$ cat config.mk
export PLATFORM = sky130hd
export DESIGN_NAME = sha1_hash
export DESIGN_NICKNAME = d
export VERILOG_FILES = /design/src/design/sha1_pkg.sv /design/src/design/sha1_front.sv /design/src/design/sha1_fifo.sv /design/src/design/sha1_core.sv /design/src/design/sha1_hash.sv
export SDC_FILE = /design/constraint.sdc
export NUM_CORES = 2
export LEC_CHECK = 0
export BUFFER_PORTS_ARGS = -buffer_cell sky130_fd_sc_hd__buf_2
export CORE_ASPECT_RATIO = 0.9
export CORE_MARGIN = 8
export CORE_UTILIZATION = 65
export CTS_BUF_LIST = sky130_fd_sc_hd__clkbuf_4 sky130_fd_sc_hd__clkbuf_8
export DETAILED_ROUTE_END_ITERATION = 7
export PLACE_DENSITY = 0.81
export SYNTH_ARGS = -nofsm -noshare
export SYNTH_HDL_FRONTEND = slang
export SYNTH_SLANG_ARGS = --single-unit
$ cat constraint.sdc
create_clock -name clk -period 33.1 [get_ports clk]
set_clock_uncertainty 0.15 [all_clocks]
set_input_delay 0 -clock clk [delete_from_list [all_inputs] [get_ports clk]]
set_output_delay 0 -clock clk [all_outputs]
set_load 0.05 [all_outputs]
$ cat src/design/sha1_pkg.sv
// shared types, constants and helper functions for the sha-1 hash block
package sha1_pkg;

    localparam logic [31:0] H_INIT [5] = '{
        32'h67452301, 32'hEFCDAB89, 32'h98BADCFE, 32'h10325476, 32'hC3D2E1F0
    };

    localparam logic [31:0] K_0 = 32'h5A827999;
    localparam logic [31:0] K_1 = 32'h6ED9EBA1;
    localparam logic [31:0] K_2 = 32'h8F1BBCDC;
    localparam logic [31:0] K_3 = 32'hCA62C1D6;

    localparam logic [7:0] PAD_MARK = 8'h80;

    localparam logic [6:0] LAST_ROUND    = 7'd79;
    localparam logic [3:0] LAST_SLOT     = 4'd15;
    localparam logic [3:0] LEN_HI_SLOT   = 4'd14;
    localparam logic [3:0] LAST_PAD_SLOT = 4'd13;
    localparam logic [2:0] LAST_WORD_IDX = 3'd4;
    localparam logic [1:0] LAST_BYTE_POS = 2'd3;

    typedef enum logic [0:0] {
        ENTRY_WORD,
        ENTRY_FINAL
    } entry_kind_t;

    // one queue entry: a full message word, or the message tail with its length
    typedef struct packed {
        entry_kind_t kind;
        logic [31:0] word;
        logic [1:0]  nbytes;
        logic [63:0] len;
    } sha1_entry_t;

    typedef enum logic [2:0] {
        ST_LOAD,
        ST_PAD,
        ST_LENLO,
        ST_ROUND,
        ST_ADD,
        ST_OUT
    } core_state_t;

    // big-endian byte lane placement
    function automatic logic [31:0] place_byte(input logic [7:0] b, input logic [1:0] pos);
        logic [31:0] w;
        begin
            case (pos)
                2'd0:    w = {b, 24'h0};
                2'd1:    w = {8'h0, b, 16'h0};
                2'd2:    w = {16'h0, b, 8'h0};
                2'd3:    w = {24'h0, b};
                default: w = 32'h0;
            endcase
            return w;
        end
    endfunction

    function automatic logic [31:0] pad_word(input logic [31:0] w, input logic [1:0] n);
        return w | place_byte(PAD_MARK, n);
    endfunction

    function automatic logic [31:0] round_f(input logic [6:0] rnd, input logic [31:0] b,
                                            input logic [31:0] c, input logic [31:0] d);
        logic [31:0] f;
        begin
            if (rnd < 7'd20) begin
                f = (b & c) | (~b & d);
            end
            else if (rnd < 7'd40) begin
                f = b ^ c ^ d;
            end
            else if (rnd < 7'd60) begin
                f = (b & c) | (b & d) | (c & d);
            end
            else begin
                f = b ^ c ^ d;
            end
            return f;
        end
    endfunction

    function automatic logic [31:0] round_k(input logic [6:0] rnd);
        logic [31:0] k;
        begin
            if (rnd < 7'd20) begin
                k = K_0;
            end
            else if (rnd < 7'd40) begin
                k = K_1;
            end
            else if (rnd < 7'd60) begin
                k = K_2;
            end
            else begin
                k = K_3;
            end
            return k;
        end
    endfunction

endpackage

$ cat src/design/sha1_front.sv
// front end: packs message bytes into words, counts the length, marks the tail
module sha1_front (
    input  logic               clk,
    input  logic               rst_n,
    input  logic               s_axis_tvalid,
    output logic               s_axis_tready,
    input  logic [7:0]         s_axis_tdata,   // data_byte
    input  logic               s_axis_tuser,   // has_byte
    input  logic               s_axis_tlast,   // is_last
    output logic               push,
    output sha1_pkg::sha1_entry_t push_data,
    input  logic               full
);
    import sha1_pkg::*;

    logic [31:0] partial_reg, partial_next;
    logic [1:0]  bpos_reg, bpos_next;
    logic [63:0] count_reg, count_next;
    logic        pend_reg, pend_next;

    logic        acc;
    logic [31:0] byte_word;
    logic [63:0] count_add;

    assign s_axis_tready = !pend_reg && !full;
    assign acc           = s_axis_tvalid && s_axis_tready;
    assign byte_word     = partial_reg | place_byte(s_axis_tdata, bpos_reg);
    assign count_add     = count_reg + 64'd8;

    always_comb
    begin
        partial_next     = partial_reg;
        bpos_next        = bpos_reg;
        count_next       = count_reg;
        pend_next        = pend_reg;
        push             = 1'b0;
        push_data.kind   = ENTRY_WORD;
        push_data.word   = byte_word;
        push_data.nbytes = 2'd0;
        push_data.len    = count_reg;
        if (pend_reg)
        begin
            // word just completed by the last byte; now send the empty tail
            if (!full)
            begin
                push           = 1'b1;
                push_data.kind = ENTRY_FINAL;
                push_data.word = 32'h0;
                pend_next      = 1'b0;
                count_next     = 64'd0;
            end
        end
        else if (acc)
        begin
            if (s_axis_tuser)
            begin
                partial_next = byte_word;
                bpos_next    = bpos_reg + 2'd1;
                count_next   = count_add;
                if (bpos_reg == LAST_BYTE_POS)
                begin
                    push         = 1'b1;
                    partial_next = 32'h0;
                    if (s_axis_tlast)
                    begin
                        pend_next = 1'b1;
                    end
                end
                else if (s_axis_tlast)
                begin
                    push             = 1'b1;
                    push_data.kind   = ENTRY_FINAL;
                    push_data.nbytes = bpos_reg + 2'd1;
                    push_data.len    = count_add;
                    partial_next     = 32'h0;
                    bpos_next        = 2'd0;
                    count_next       = 64'd0;
                end
            end
            else if (s_axis_tlast)
            begin
                push             = 1'b1;
                push_data.kind   = ENTRY_FINAL;
                push_data.word   = partial_reg;
                push_data.nbytes = bpos_reg;
                partial_next     = 32'h0;
                bpos_next        = 2'd0;
                count_next       = 64'd0;
            end
        end
    end

    always_ff @(posedge clk or negedge rst_n)
    begin
        if (!rst_n)
        begin
            partial_reg <= 32'h0;
            bpos_reg    <= 2'd0;
            count_reg   <= 64'd0;
            pend_reg    <= 1'b0;
        end
        else
        begin
            partial_reg <= partial_next;
            bpos_reg    <= bpos_next;
            count_reg   <= count_next;
            pend_reg    <= pend_next;
        end
    end

    assert property (@(posedge clk) disable iff (!rst_n)
        (acc && s_axis_tlast && !(s_axis_tuser && bpos_reg == LAST_BYTE_POS))
        |=> (count_reg == 64'd0 && bpos_reg == 2'd0))
        else $error("length not cleared after message end");

    assert property (@(posedge clk) disable iff (!rst_n)
        pend_reg |-> (bpos_reg == 2'd0 && partial_reg == 32'h0))
        else $error("pending tail with bytes still held");

    assert property (@(posedge clk) disable iff (!rst_n)
        (pend_reg && !full) |=> !pend_reg)
        else $error("pending tail not sent");

endmodule

$ cat src/design/sha1_fifo.sv
// short queue of word entries between front and back end
module sha1_fifo #(
    parameter int DEPTH = 4
) (
    input  logic                  clk,
    input  logic                  rst_n,
    input  logic                  push,
    input  sha1_pkg::sha1_entry_t push_data,
    output logic                  full,
    input  logic                  pop,
    output sha1_pkg::sha1_entry_t pop_data,
    output logic                  not_empty
);
    import sha1_pkg::*;

    localparam int PW = (DEPTH > 1) ? $clog2(DEPTH) : 1;
    localparam int CW = $clog2(DEPTH + 1);

    sha1_entry_t     mem [DEPTH];
    logic [PW-1:0]   wr_ptr_reg, wr_ptr_next;
    logic [PW-1:0]   rd_ptr_reg, rd_ptr_next;
    logic [CW-1:0]   count_reg, count_next;

    assign full      = (count_reg == CW'(DEPTH));
    assign not_empty = (count_reg != '0);
    assign pop_data  = mem[rd_ptr_reg];

    always_comb
    begin
        wr_ptr_next = wr_ptr_reg;
        rd_ptr_next = rd_ptr_reg;
        count_next  = count_reg;
        if (push)
        begin
            wr_ptr_next = (wr_ptr_reg == PW'(DEPTH - 1)) ? '0 : wr_ptr_reg + PW'(1);
        end
        if (pop)
        begin
            rd_ptr_next = (rd_ptr_reg == PW'(DEPTH - 1)) ? '0 : rd_ptr_reg + PW'(1);
        end
        if (push && !pop)
        begin
            count_next = count_reg + CW'(1);
        end
        else if (pop && !push)
        begin
            count_next = count_reg - CW'(1);
        end
    end

    always_ff @(posedge clk)
    begin
        if (push)
        begin
            mem[wr_ptr_reg] <= push_data;
        end
    end

    always_ff @(posedge clk or negedge rst_n)
    begin
        if (!rst_n)
        begin
            wr_ptr_reg <= '0;
            rd_ptr_reg <= '0;
            count_reg  <= '0;
        end
        else
        begin
            wr_ptr_reg <= wr_ptr_next;
            rd_ptr_reg <= rd_ptr_next;
            count_reg  <= count_next;
        end
    end

    assert property (@(posedge clk) disable iff (!rst_n)
        count_reg <= CW'(DEPTH))
        else $error("queue count beyond depth");

    assert property (@(posedge clk) disable iff (!rst_n)
        pop |-> not_empty)
        else $error("pop from empty queue");

    assert property (@(posedge clk) disable iff (!rst_n)
        push |-> (!full || pop))
        else $error("push into full queue");

endmodule

$ cat src/design/sha1_core.sv
// back end: block loading, padding, 80-round compression and digest output
module sha1_core (
    input  logic                  clk,
    input  logic                  rst_n,
    input  sha1_pkg::sha1_entry_t q_data,
    input  logic                  q_valid,
    output logic                  q_pop,
    output logic                  out_valid,
    input  logic                  out_ready,
    output logic [31:0]           digest_word,
    output logic [2:0]            word_index,
    output logic                  last_word
);
    import sha1_pkg::*;

    core_state_t state_reg, state_next;
    logic [3:0]  widx_reg, widx_next;
    logic [6:0]  rnd_reg, rnd_next;
    logic        pad_reg, pad_next;
    logic        lenok_reg, lenok_next;
    logic        final_reg, final_next;
    logic [2:0]  out_idx_reg, out_idx_next;
    logic [31:0] chain_reg [5];
    logic [31:0] chain_next [5];

    logic [31:0] win_reg [16];
    logic [31:0] vars_reg [5];
    logic [63:0] len_reg;

    logic        shift_en;
    logic [31:0] shift_word;
    logic        load_vars;
    logic        len_capture;
    logic [31:0] sched_new;
    logic [31:0] t_val;
    logic [31:0] va, vb, vc, vd, ve;

    assign va = vars_reg[0];
    assign vb = vars_reg[1];
    assign vc = vars_reg[2];
    assign vd = vars_reg[3];
    assign ve = vars_reg[4];

    // next schedule word from fixed taps of the window
    always_comb
    begin
        sched_new = win_reg[13] ^ win_reg[8] ^ win_reg[2] ^ win_reg[0];
        sched_new = {sched_new[30:0], sched_new[31]};
        t_val = {va[26:0], va[31:27]} + round_f(rnd_reg, vb, vc, vd) + ve
              + round_k(rnd_reg) + win_reg[0];
    end

    always_comb
    begin
        state_next   = state_reg;
        widx_next    = widx_reg;
        rnd_next     = rnd_reg;
        pad_next     = pad_reg;
        lenok_next   = lenok_reg;
        final_next   = final_reg;
        out_idx_next = out_idx_reg;
        for (int i = 0; i < 5; i++)
        begin
            chain_next[i] = chain_reg[i];
        end
        q_pop       = 1'b0;
        shift_en    = 1'b0;
        shift_word  = sched_new;
        load_vars   = 1'b0;
        len_capture = 1'b0;
        case (state_reg)
            ST_LOAD:
            begin
                if (q_valid)
                begin
                    q_pop     = 1'b1;
                    shift_en  = 1'b1;
                    widx_next = widx_reg + 4'd1;
                    if (q_data.kind == ENTRY_FINAL)
                    begin
                        shift_word  = pad_word(q_data.word, q_data.nbytes);
                        len_capture = 1'b1;
                        pad_next    = 1'b1;
                        lenok_next  = (widx_reg <= LAST_PAD_SLOT);
                    end
                    else
                    begin
                        shift_word = q_data.word;
                    end
                    if (widx_reg == LAST_SLOT)
                    begin
                        state_next = ST_ROUND;
                        load_vars  = 1'b1;
                        rnd_next   = 7'd0;
                        // a tail in the last slot leaves the length for a fresh block
                        lenok_next = 1'b1;
                        final_next = 1'b0;
                    end
                    else if (q_data.kind == ENTRY_FINAL)
                    begin
                        state_next = ST_PAD;
                    end
                end
            end
            ST_PAD:
            begin
                shift_en  = 1'b1;
                widx_next = widx_reg + 4'd1;
                if (widx_reg == LEN_HI_SLOT && lenok_reg)
                begin
                    shift_word = len_reg[63:32];
                    state_next = ST_LENLO;
                end
                else
                begin
                    shift_word = 32'h0;
                    if (widx_reg == LAST_SLOT)
                    begin
                        // tail spilled past the length slots: one more block
                        state_next = ST_ROUND;
                        load_vars  = 1'b1;
                        rnd_next   = 7'd0;
                        lenok_next = 1'b1;
                        final_next = 1'b0;
                    end
                end
            end
            ST_LENLO:
            begin
                shift_en   = 1'b1;
                shift_word = len_reg[31:0];
                widx_next  = widx_reg + 4'd1;
                state_next = ST_ROUND;
                load_vars  = 1'b1;
                rnd_next   = 7'd0;
                final_next = 1'b1;
            end
            ST_ROUND:
            begin
                shift_en = 1'b1;
                rnd_next = rnd_reg + 7'd1;
                if (rnd_reg == LAST_ROUND)
                begin
                    state_next = ST_ADD;
                end
            end
            ST_ADD:
            begin
                for (int i = 0; i < 5; i++)
                begin
                    chain_next[i] = chain_reg[i] + vars_reg[i];
                end
                if (final_reg)
                begin
                    state_next = ST_OUT;
                end
                else if (pad_reg)
                begin
                    state_next = ST_PAD;
                end
                else
                begin
                    state_next = ST_LOAD;
                end
            end
            ST_OUT:
            begin
                if (out_ready)
                begin
                    if (out_idx_reg == LAST_WORD_IDX)
                    begin
                        out_idx_next = 3'd0;
                        for (int i = 0; i < 5; i++)
                        begin
                            chain_next[i] = H_INIT[i];
                        end
                        pad_next   = 1'b0;
                        lenok_next = 1'b0;
                        final_next = 1'b0;
                        state_next = ST_LOAD;
                    end
                    else
                    begin
                        out_idx_next = out_idx_reg + 3'd1;
                    end
                end
            end
            default:
            begin
                state_next = ST_LOAD;
            end
        endcase
    end

    always_ff @(posedge clk or negedge rst_n)
    begin
        if (!rst_n)
        begin
            state_reg   <= ST_LOAD;
            widx_reg    <= 4'd0;
            rnd_reg     <= 7'd0;
            pad_reg     <= 1'b0;
            lenok_reg   <= 1'b0;
            final_reg   <= 1'b0;
            out_idx_reg <= 3'd0;
            for (int i = 0; i < 5; i++)
            begin
                chain_reg[i] <= H_INIT[i];
            end
        end
        else
        begin
            state_reg   <= state_next;
            widx_reg    <= widx_next;
            rnd_reg     <= rnd_next;
            pad_reg     <= pad_next;
            lenok_reg   <= lenok_next;
            final_reg   <= final_next;
            out_idx_reg <= out_idx_next;
            for (int i = 0; i < 5; i++)
            begin
                chain_reg[i] <= chain_next[i];
            end
        end
    end

    // schedule window, working variables and length: payload only
    always_ff @(posedge clk)
    begin
        if (shift_en)
        begin
            for (int i = 0; i < 15; i++)
            begin
                win_reg[i] <= win_reg[i + 1];
            end
            win_reg[15] <= shift_word;
        end
        if (load_vars)
        begin
            for (int i = 0; i < 5; i++)
            begin
                vars_reg[i] <= chain_next[i];
            end
        end
        else if (state_reg == ST_ROUND)
        begin
            vars_reg[0] <= t_val;
            vars_reg[1] <= va;
            vars_reg[2] <= {vb[1:0], vb[31:2]};
            vars_reg[3] <= vc;
            vars_reg[4] <= vd;
        end
        if (len_capture)
        begin
            len_reg <= q_data.len;
        end
    end

    assign out_valid  = (state_reg == ST_OUT);
    assign word_index = out_idx_reg;
    assign last_word  = (out_idx_reg == LAST_WORD_IDX);

    always_comb
    begin
        case (out_idx_reg)
            3'd0:    digest_word = chain_reg[0];
            3'd1:    digest_word = chain_reg[1];
            3'd2:    digest_word = chain_reg[2];
            3'd3:    digest_word = chain_reg[3];
            3'd4:    digest_word = chain_reg[4];
            default: digest_word = chain_reg[0];
        endcase
    end

    assert property (@(posedge clk) disable iff (!rst_n)
        (state_reg == ST_ADD) |-> ($past(state_reg) == ST_ROUND && $past(rnd_reg) == LAST_ROUND))
        else $error("chain update without a full set of rounds");

    assert property (@(posedge clk) disable iff (!rst_n)
        out_valid |-> (out_idx_reg <= LAST_WORD_IDX && final_reg))
        else $error("digest output out of sequence");

    assert property (@(posedge clk) disable iff (!rst_n)
        (state_reg == ST_LENLO) |-> (widx_reg == LAST_SLOT && lenok_reg && pad_reg))
        else $error("length low word at wrong slot");

    assert property (@(posedge clk) disable iff (!rst_n)
        (state_reg == ST_ROUND) |-> (widx_reg == 4'd0))
        else $error("compression started on a partial block");

endmodule

$ cat src/design/sha1_hash.sv
// top level of the sha-1 hash block: byte stream in, five digest words out
//
//  channel   dir  tdata                    tuser              tlast
//  s_axis    in   [7:0] data_byte          [0] has_byte       is_last
//  m_axis    out  [31:0] digest_word       [2:0] word_index   last_word
//
// a block is 16 word loads, 80 rounds and one chain add. the queue holds only
// QUEUE_DEPTH word entries, 16 bytes by default, and the front takes at most
// one byte a cycle. a message end adds padding words, one or two compressions
// and the output of five digest words. reset is asynchronous and restores the
// initial chain. the front stalls on a full queue and, after an end item that
// fills a word, until the empty tail is queued; the back holds each digest
// word until it is taken.
module sha1_hash #(
    parameter int QUEUE_DEPTH = 4
) (
    input  logic        clk,
    input  logic        rst_n,
    input  logic        s_axis_tvalid,
    output logic        s_axis_tready,
    input  logic [7:0]  s_axis_tdata,   // data_byte
    input  logic        s_axis_tuser,   // has_byte
    input  logic        s_axis_tlast,   // is_last
    output logic        m_axis_tvalid,
    input  logic        m_axis_tready,
    output logic [31:0] m_axis_tdata,   // digest_word
    output logic [2:0]  m_axis_tuser,   // word_index
    output logic        m_axis_tlast    // last_word
);
    import sha1_pkg::*;

    // word entries from the packer to the compression engine
    sha1_entry_t push_data;
    sha1_entry_t pop_data;
    logic        push;
    logic        full;
    logic        pop;
    logic        not_empty;

    // byte packing and length counting
    sha1_front u_front (
        .clk           (clk),
        .rst_n         (rst_n),
        .s_axis_tvalid (s_axis_tvalid),
        .s_axis_tready (s_axis_tready),
        .s_axis_tdata  (s_axis_tdata),
        .s_axis_tuser  (s_axis_tuser),
        .s_axis_tlast  (s_axis_tlast),
        .push          (push),
        .push_data     (push_data),
        .full          (full)
    );

    // decouples the byte side from the long compression runs
    sha1_fifo #(
        .DEPTH (QUEUE_DEPTH)
    ) u_fifo (
        .clk       (clk),
        .rst_n     (rst_n),
        .push      (push),
        .push_data (push_data),
        .full      (full),
        .pop       (pop),
        .pop_data  (pop_data),
        .not_empty (not_empty)
    );

    // padding, rounds and digest delivery
    sha1_core u_core (
        .clk         (clk),
        .rst_n       (rst_n),
        .q_data      (pop_data),
        .q_valid     (not_empty),
        .q_pop       (pop),
        .out_valid   (m_axis_tvalid),
        .out_ready   (m_axis_tready),
        .digest_word (m_axis_tdata),
        .word_index  (m_axis_tuser),
        .last_word   (m_axis_tlast)
    );

endmodule
# After elaboration in Yosys (flattened, before gate mapping)
# Memories as Yosys holds them, arrays and structs flattened.
# Index checks and enable logic that the tools add are counted.
[word_totals]
out_inout_bits = 38
ramBits = 1068
register_bits = 350
n_memories = 3
[op_classes]
addsub = 18
muxes = 118
order_cmp = 4
n_eq_ne = 31
reduce_logical = 33
bitwise_logic = 21
[mem_list]
columns = ["name", "words", "word_bits", "rd", "rd_ports_with_merged_regs", "write_ports", "line", "rtl"]
rows = [
  ["u_core.win_reg", 16, 32, 16, 0, 16, "sha1_core.sv:26", "logic [31:0] win_reg [16];"],
  ["u_fifo.mem", 4, 99, 1, 0, 1, "sha1_fifo.sv:19", "sha1_entry_t mem [DEPTH];"],
  ["u_core.vars_reg", 5, 32, 5, 0, 5, "sha1_core.sv:27", "logic [31:0] vars_reg [5];"],
]
[op_table]
columns = ["op", "count"]
rows = [
  ["$mux 32", 21],
  ["$mux 64", 8],
  ["$pmux 32 s4", 3],
  ["$mux 160", 2],
  ["$pmux 160 s2", 1],
  ["$add 32x32->32", 9],
  ["$mux 66", 3],
  ["$or 32x32->32", 5],
  ["$xor 32x32->32", 5],
  ["$and 32x32->32", 4],
  ["$mux 99", 1],
  ["$pmux 32 s3", 1],
  ["$mux 33", 2],
  ["$add 64x4->64 const B", 1],
  ["$mux 1", 43],
  ["$mux 3", 12],
  ["$mux 35", 1],
  ["$not 32->32", 1],
  ["$mux 31", 1],
  ["$pmux 7 s4", 1],
  ["$mux 7", 3],
  ["$pmux 3 s6", 1],
  ["$lt 7x6->1 const B", 2],
  ["$mux 2", 7],
  ["39 further kinds", 87],
]

# Logic depth before layout (Yosys ltp)
# An unclocked memory read counts as a cell.
[depth]
ltp_word = 12
ltp_mapped = 27
depth_no_buf = 25

# Hierarchy
# Synthesis repeated with hierarchy kept, for this count alone.
[hier_totals]
cells_unflattened = 5146
hier_area_um2 = 67681.2
[modules_own_cells]
columns = ["mod", "instances", "cells_each", "area_per_inst_um2", "seq_area_each_um2"]
rows = [
  ["sha1_core", 1, 3790, 46499.6, 26705.6],
  ["sha1_fifo", 1, 554, 14710.4, 12066.6],
  ["sha1_front", 1, 802, 6471.2, 2402.3],
]

# Worst setup path before layout
# No wires, ideal clock.
[synth_path]
kind = "register -> register"
from = "reg u_core.state_reg[0]"
to = "mem u_core.win_reg[15][19], in the netlist u_core.win_reg[3][115], data pin"
path_buffers = 3
path_slack_ns = 5.053
arrival_ns = 27.626
path_stages_with_launch = 8
required_time_ns = 32.679
setup_time_ns = 0.271
path_cell_list = "dfrtp_1 -> clkbuf_1 -> nor2_1 -> a21oi_1 -> and2_1 -> clkbuf_1 -> clkbuf_1 -> o21ai_0"
[synth_rtl]
columns = ["item", "line", "rtl"]
rows = [
  ["start: declaration", "sha1_core.sv:16", "core_state_t state_reg, state_next;"],
  ["start signal: assignment", "sha1_core.sv:213", "state_reg <= state_next;"],
  ["end: declaration", "sha1_core.sv:26", ""],
]

==> results.json <==
{
  "reg2reg_depth": 24,
  "dr_total_vias": 43800,
  "grt_first_pass_wirelength_um": 257000,
  "finalCritPeriodShare": 0.239,
  "dieArea_um2": 113000,
  "tightest_slew_ps": 1290,
  "wl_um": 169000,
  "postRouteAntennaNets": 0,
  "grt_max_degree": 109,
  "hp-class": "primary input to flip-flop",
  "largest_reg_flops": 512,
  "gp_congestion": 0.977,
  "die_w_um": 354,
  "area_growth_pct": 9.56,
  "portBuffers": 51,
  "cp_max_fo": 20,
  "core_area_um2": 102000,
  "antenna_found_initial": 5,
  "crit_family": "compound AO/OA/AOI/OAI gates",
  "holdPathStages": 4,
  "drc": 8,
  "cts_buffers": 210,
  "nNetsFinal": 5637,
  "die_h_um": 320,
  "synth_cell_types": 96,
  "place_area_um2": 68600,
  "grt_pass1_vias": 43200,
  "htreeDepth": 4,
  "crit_top_cell": "nor2_1",
  "worst_slew_margin_rel": 0.137,
  "crit_chain": "a41oi_1, inv_1, nor2_1, clkinv_1, nand2_1, buf_4, nor2_1, nor2_1, fa_1, fa_1, inv_1, fa_1, inv_1, ha_1, a21o_1, a21oi_1, o21ai_0, a41oi_1, nor2_1, a211oi_1, o31a_1, o21bai_1, xnor2_1, mux2_2",
  "avgSynthCellArea_um2": 13.1,
  "critPathRequiredTime_ps": 33630,
  "fillers": 6569,
  "rows": 111,
  "ys.warnings.count": 0,
  "wl_per_cell_um": 24.9,
  "clockBufferDepth": 3,
  "first_iter_violations": 5275,
  "ios": 52,
  "grt_use_total": 0.294,
  "layout_common_cells": "edfxtp_1 (1,117), nor2_1 (474), nand2_1 (401)",
  "synth_area_um2": 66900,
  "totalPowerFinal_mw": 3.55,
  "drtPass1Iterations": 8,
  "gr-total-overflow": 0,
  "synth_seq_cells": 1400,
  "crit_arrival_ps": 8420,
  "critPathBufInv": 5,
  "hpwlAfterDp_um": 114000,
  "netlist_instances": 5097,
  "critPathCaptureType": "flip-flop",
  "final_area_um2": 73300,
  "clkTransAtPathRegs_ps": 60,
  "p_per_area_nw_per_um2": 48.4,
  "final-setup-viol-count": 0,
  "async_reset_ff_frac": 0.202,
  "cap_violations": 0,
  "maxSlewViolCount": 0,
  "min_to": "u_fifo.mem[1][82]$_DFFE_PP_",
  "cts_resized": 0,
  "finalHoldViolCount": 0,
  "synth_edf_count": 1117,
  "drive_above_1_share": 0.139,
  "cts_root_buf": "clkbuf_8",
  "cts_tree": "done",
  "worst-path-stages": 24,
  "syn_nets": 5478,
  "final_common_cell": "edfxtp_1",
  "max_freq_ghz": 0.127,
  "seq_area_frac_synth": 0.609,
  "r2r-start": "u_core.rnd_reg[2]$_DFFE_PN0P_",
  "initial_core_util": 0.656,
  "irDropWorstVdd_mv": 0.0417,
  "rrSetupSlack_ps": 25210,
  "rsz0062_at_grt": "no",
  "setup_tns_ps": 0,
  "cp-start-kind": "flip-flop",
  "status": "finished, violations left",
  "violations": "design-rule violations",
  "worstHoldStart": "s_axis_tdata[0]",
  "period_minus_slack_ps": 7890,
  "cts_sinks": 1400,
  "max_stage_delay_ps": 630,
  "routed_via_density": 6.45,
  "cellLeakagePower_nw": 29.3,
  "crit-reg2reg-capture": "u_core.vars_reg[0][30]$_DFFE_PP_",
  "critPathSlowestCell": "a41oi_1",
  "clk_latency_ps": 930,
  "worst-setup-path-type": "flip-flop to flip-flop",
  "synthFlopType": "edfxtp_1"
}
-- metal layers --
metal	vias up	routed length, um	track usage
met3	433	18000	0.0647
met2	2530	76700	0.448
met5	-	0	0
met1	21600	67100	0.408
met4	0	7720	0.133
li1	19200	-	-
-- Yosys cell counts (54+ instances only) --
master	instances	share of area
edfxtp_1	1117	0.50
nor2_1	477	0.027
nand2_1	404	0.023
a21oi_1	297	0.022
ha_1	242	0.045
xnor2_1	236	0.031
o21ai_0	234	0.018
inv_1	215	0.012
dfrtp_1	203	0.076
clkbuf_1	150	0.0084
fa_1	125	0.037
xor2_1	120	0.016
mux4_2	96	0.032
a21o_1	89	0.010
nand3_1	85	0.0064
dfstp_2	80	0.031
nor3_1	76	0.0057
a22oi_1	74	0.0083
a31oi_1	58	0.0054
nor2b_1	54	0.0051
-- power by group --
group          total, mW  internal, mW  switching [mW]  leakage (nW)
combinational      0.137        0.0403          0.0967          11.4
sequential          1.97          1.95          0.0189          15.5
clock               1.44         0.752           0.684          2.31
-- logic make-up after synthesis --
family          after synthesis  share of synthesized area
buf+inv                     407                     0.0240
simple gates               1342                     0.0920
fa+ha+maj                   367                     0.0827
xor+xnor                    356                     0.0466
flops                      1400                      0.609
mux                         168                     0.0441
compound gates             1057                      0.102
-- metrics by stage --
step | utilization | setup WS (ps) | cells | hold WS (ps)
CTS | 0.719 | 25280 | 6787 | 29.5
global route | 0.719 | 24680 | 6791 | 54.8
detailed placement | 0.672 | 25290 | 6364 | -128
global placement | 0.672 | 25380 | 6364 | -126
finish | 0.719 | 25210 | 6794 | 109
floorplan | - | 5050 | 5097 | -446
-- how the worst max path moves through the flow --
stage / from / slack [ps] / end
2_1_floorplan: u_core.state_reg[0]$_DFFE_PN0P_ / 5050 / u_core.win_reg[3][115]$_DFFE_PP_
3_3_place_gp: u_core.rnd_reg[4]$_DFFE_PN0P_ / 25380 / u_core.vars_reg[0][30]$_DFFE_PP_
3_5_place_dp: u_core.rnd_reg[5]$_DFFE_PN0P_ / 25290 / u_core.vars_reg[0][30]$_DFFE_PP_
4_1_cts: u_core.rnd_reg[5]$_DFFE_PN0P_ / 25280 / u_core.vars_reg[0][30]$_DFFE_PP_
5_1_grt: u_core.rnd_reg[5]$_DFFE_PN0P_ / 24680 / u_core.vars_reg[0][30]$_DFFE_PP_
6_report: u_core.rnd_reg[2]$_DFFE_PN0P_ / 25210 / u_core.vars_reg[0][30]$_DFFE_PP_
-- layout make-up --
cell class | count | area, um2 | share of cell area
flip-flops and latches | 1400 | 40700 | 0.556
multi-input cells | 3290 | 24700 | 0.337
clock buffers | 309 | 3750 | 0.0511
well taps | 1356 | 1700 | 0.0232
repair buffers | 137 | 1030 | 0.0141
inverters | 217 | 815 | 0.0111
clock inverters | 78 | 578 | 0.00789
diodes | 7 | 17.5 | 0.000239
-- what timing repair did --
item / in CTS / in global routing
hold buffers: 36 / 0
setup buffers: 0 / 0
hold endpoints to repair: 496 / 0
-- worst register-to-register path, stage by stage (launching register included) --
cell and delay (ps):
dfrtp_1 450, a41oi_1 630, inv_1 370, nor2_1 290
clkinv_1 120, nand2_1 610, buf_4 440, nor2_1 80
nor2_1 130, fa_1 460, fa_1 540, inv_1 50
fa_1 590, inv_1 60, ha_1 280, a21o_1 170
a21oi_1 250, o21ai_0 160, a41oi_1 390, nor2_1 180
a211oi_1 470, o31a_1 320, o21bai_1 110, xnor2_1 130
mux2_2 260
Note: power is estimated with default switching activity, not from simulation.
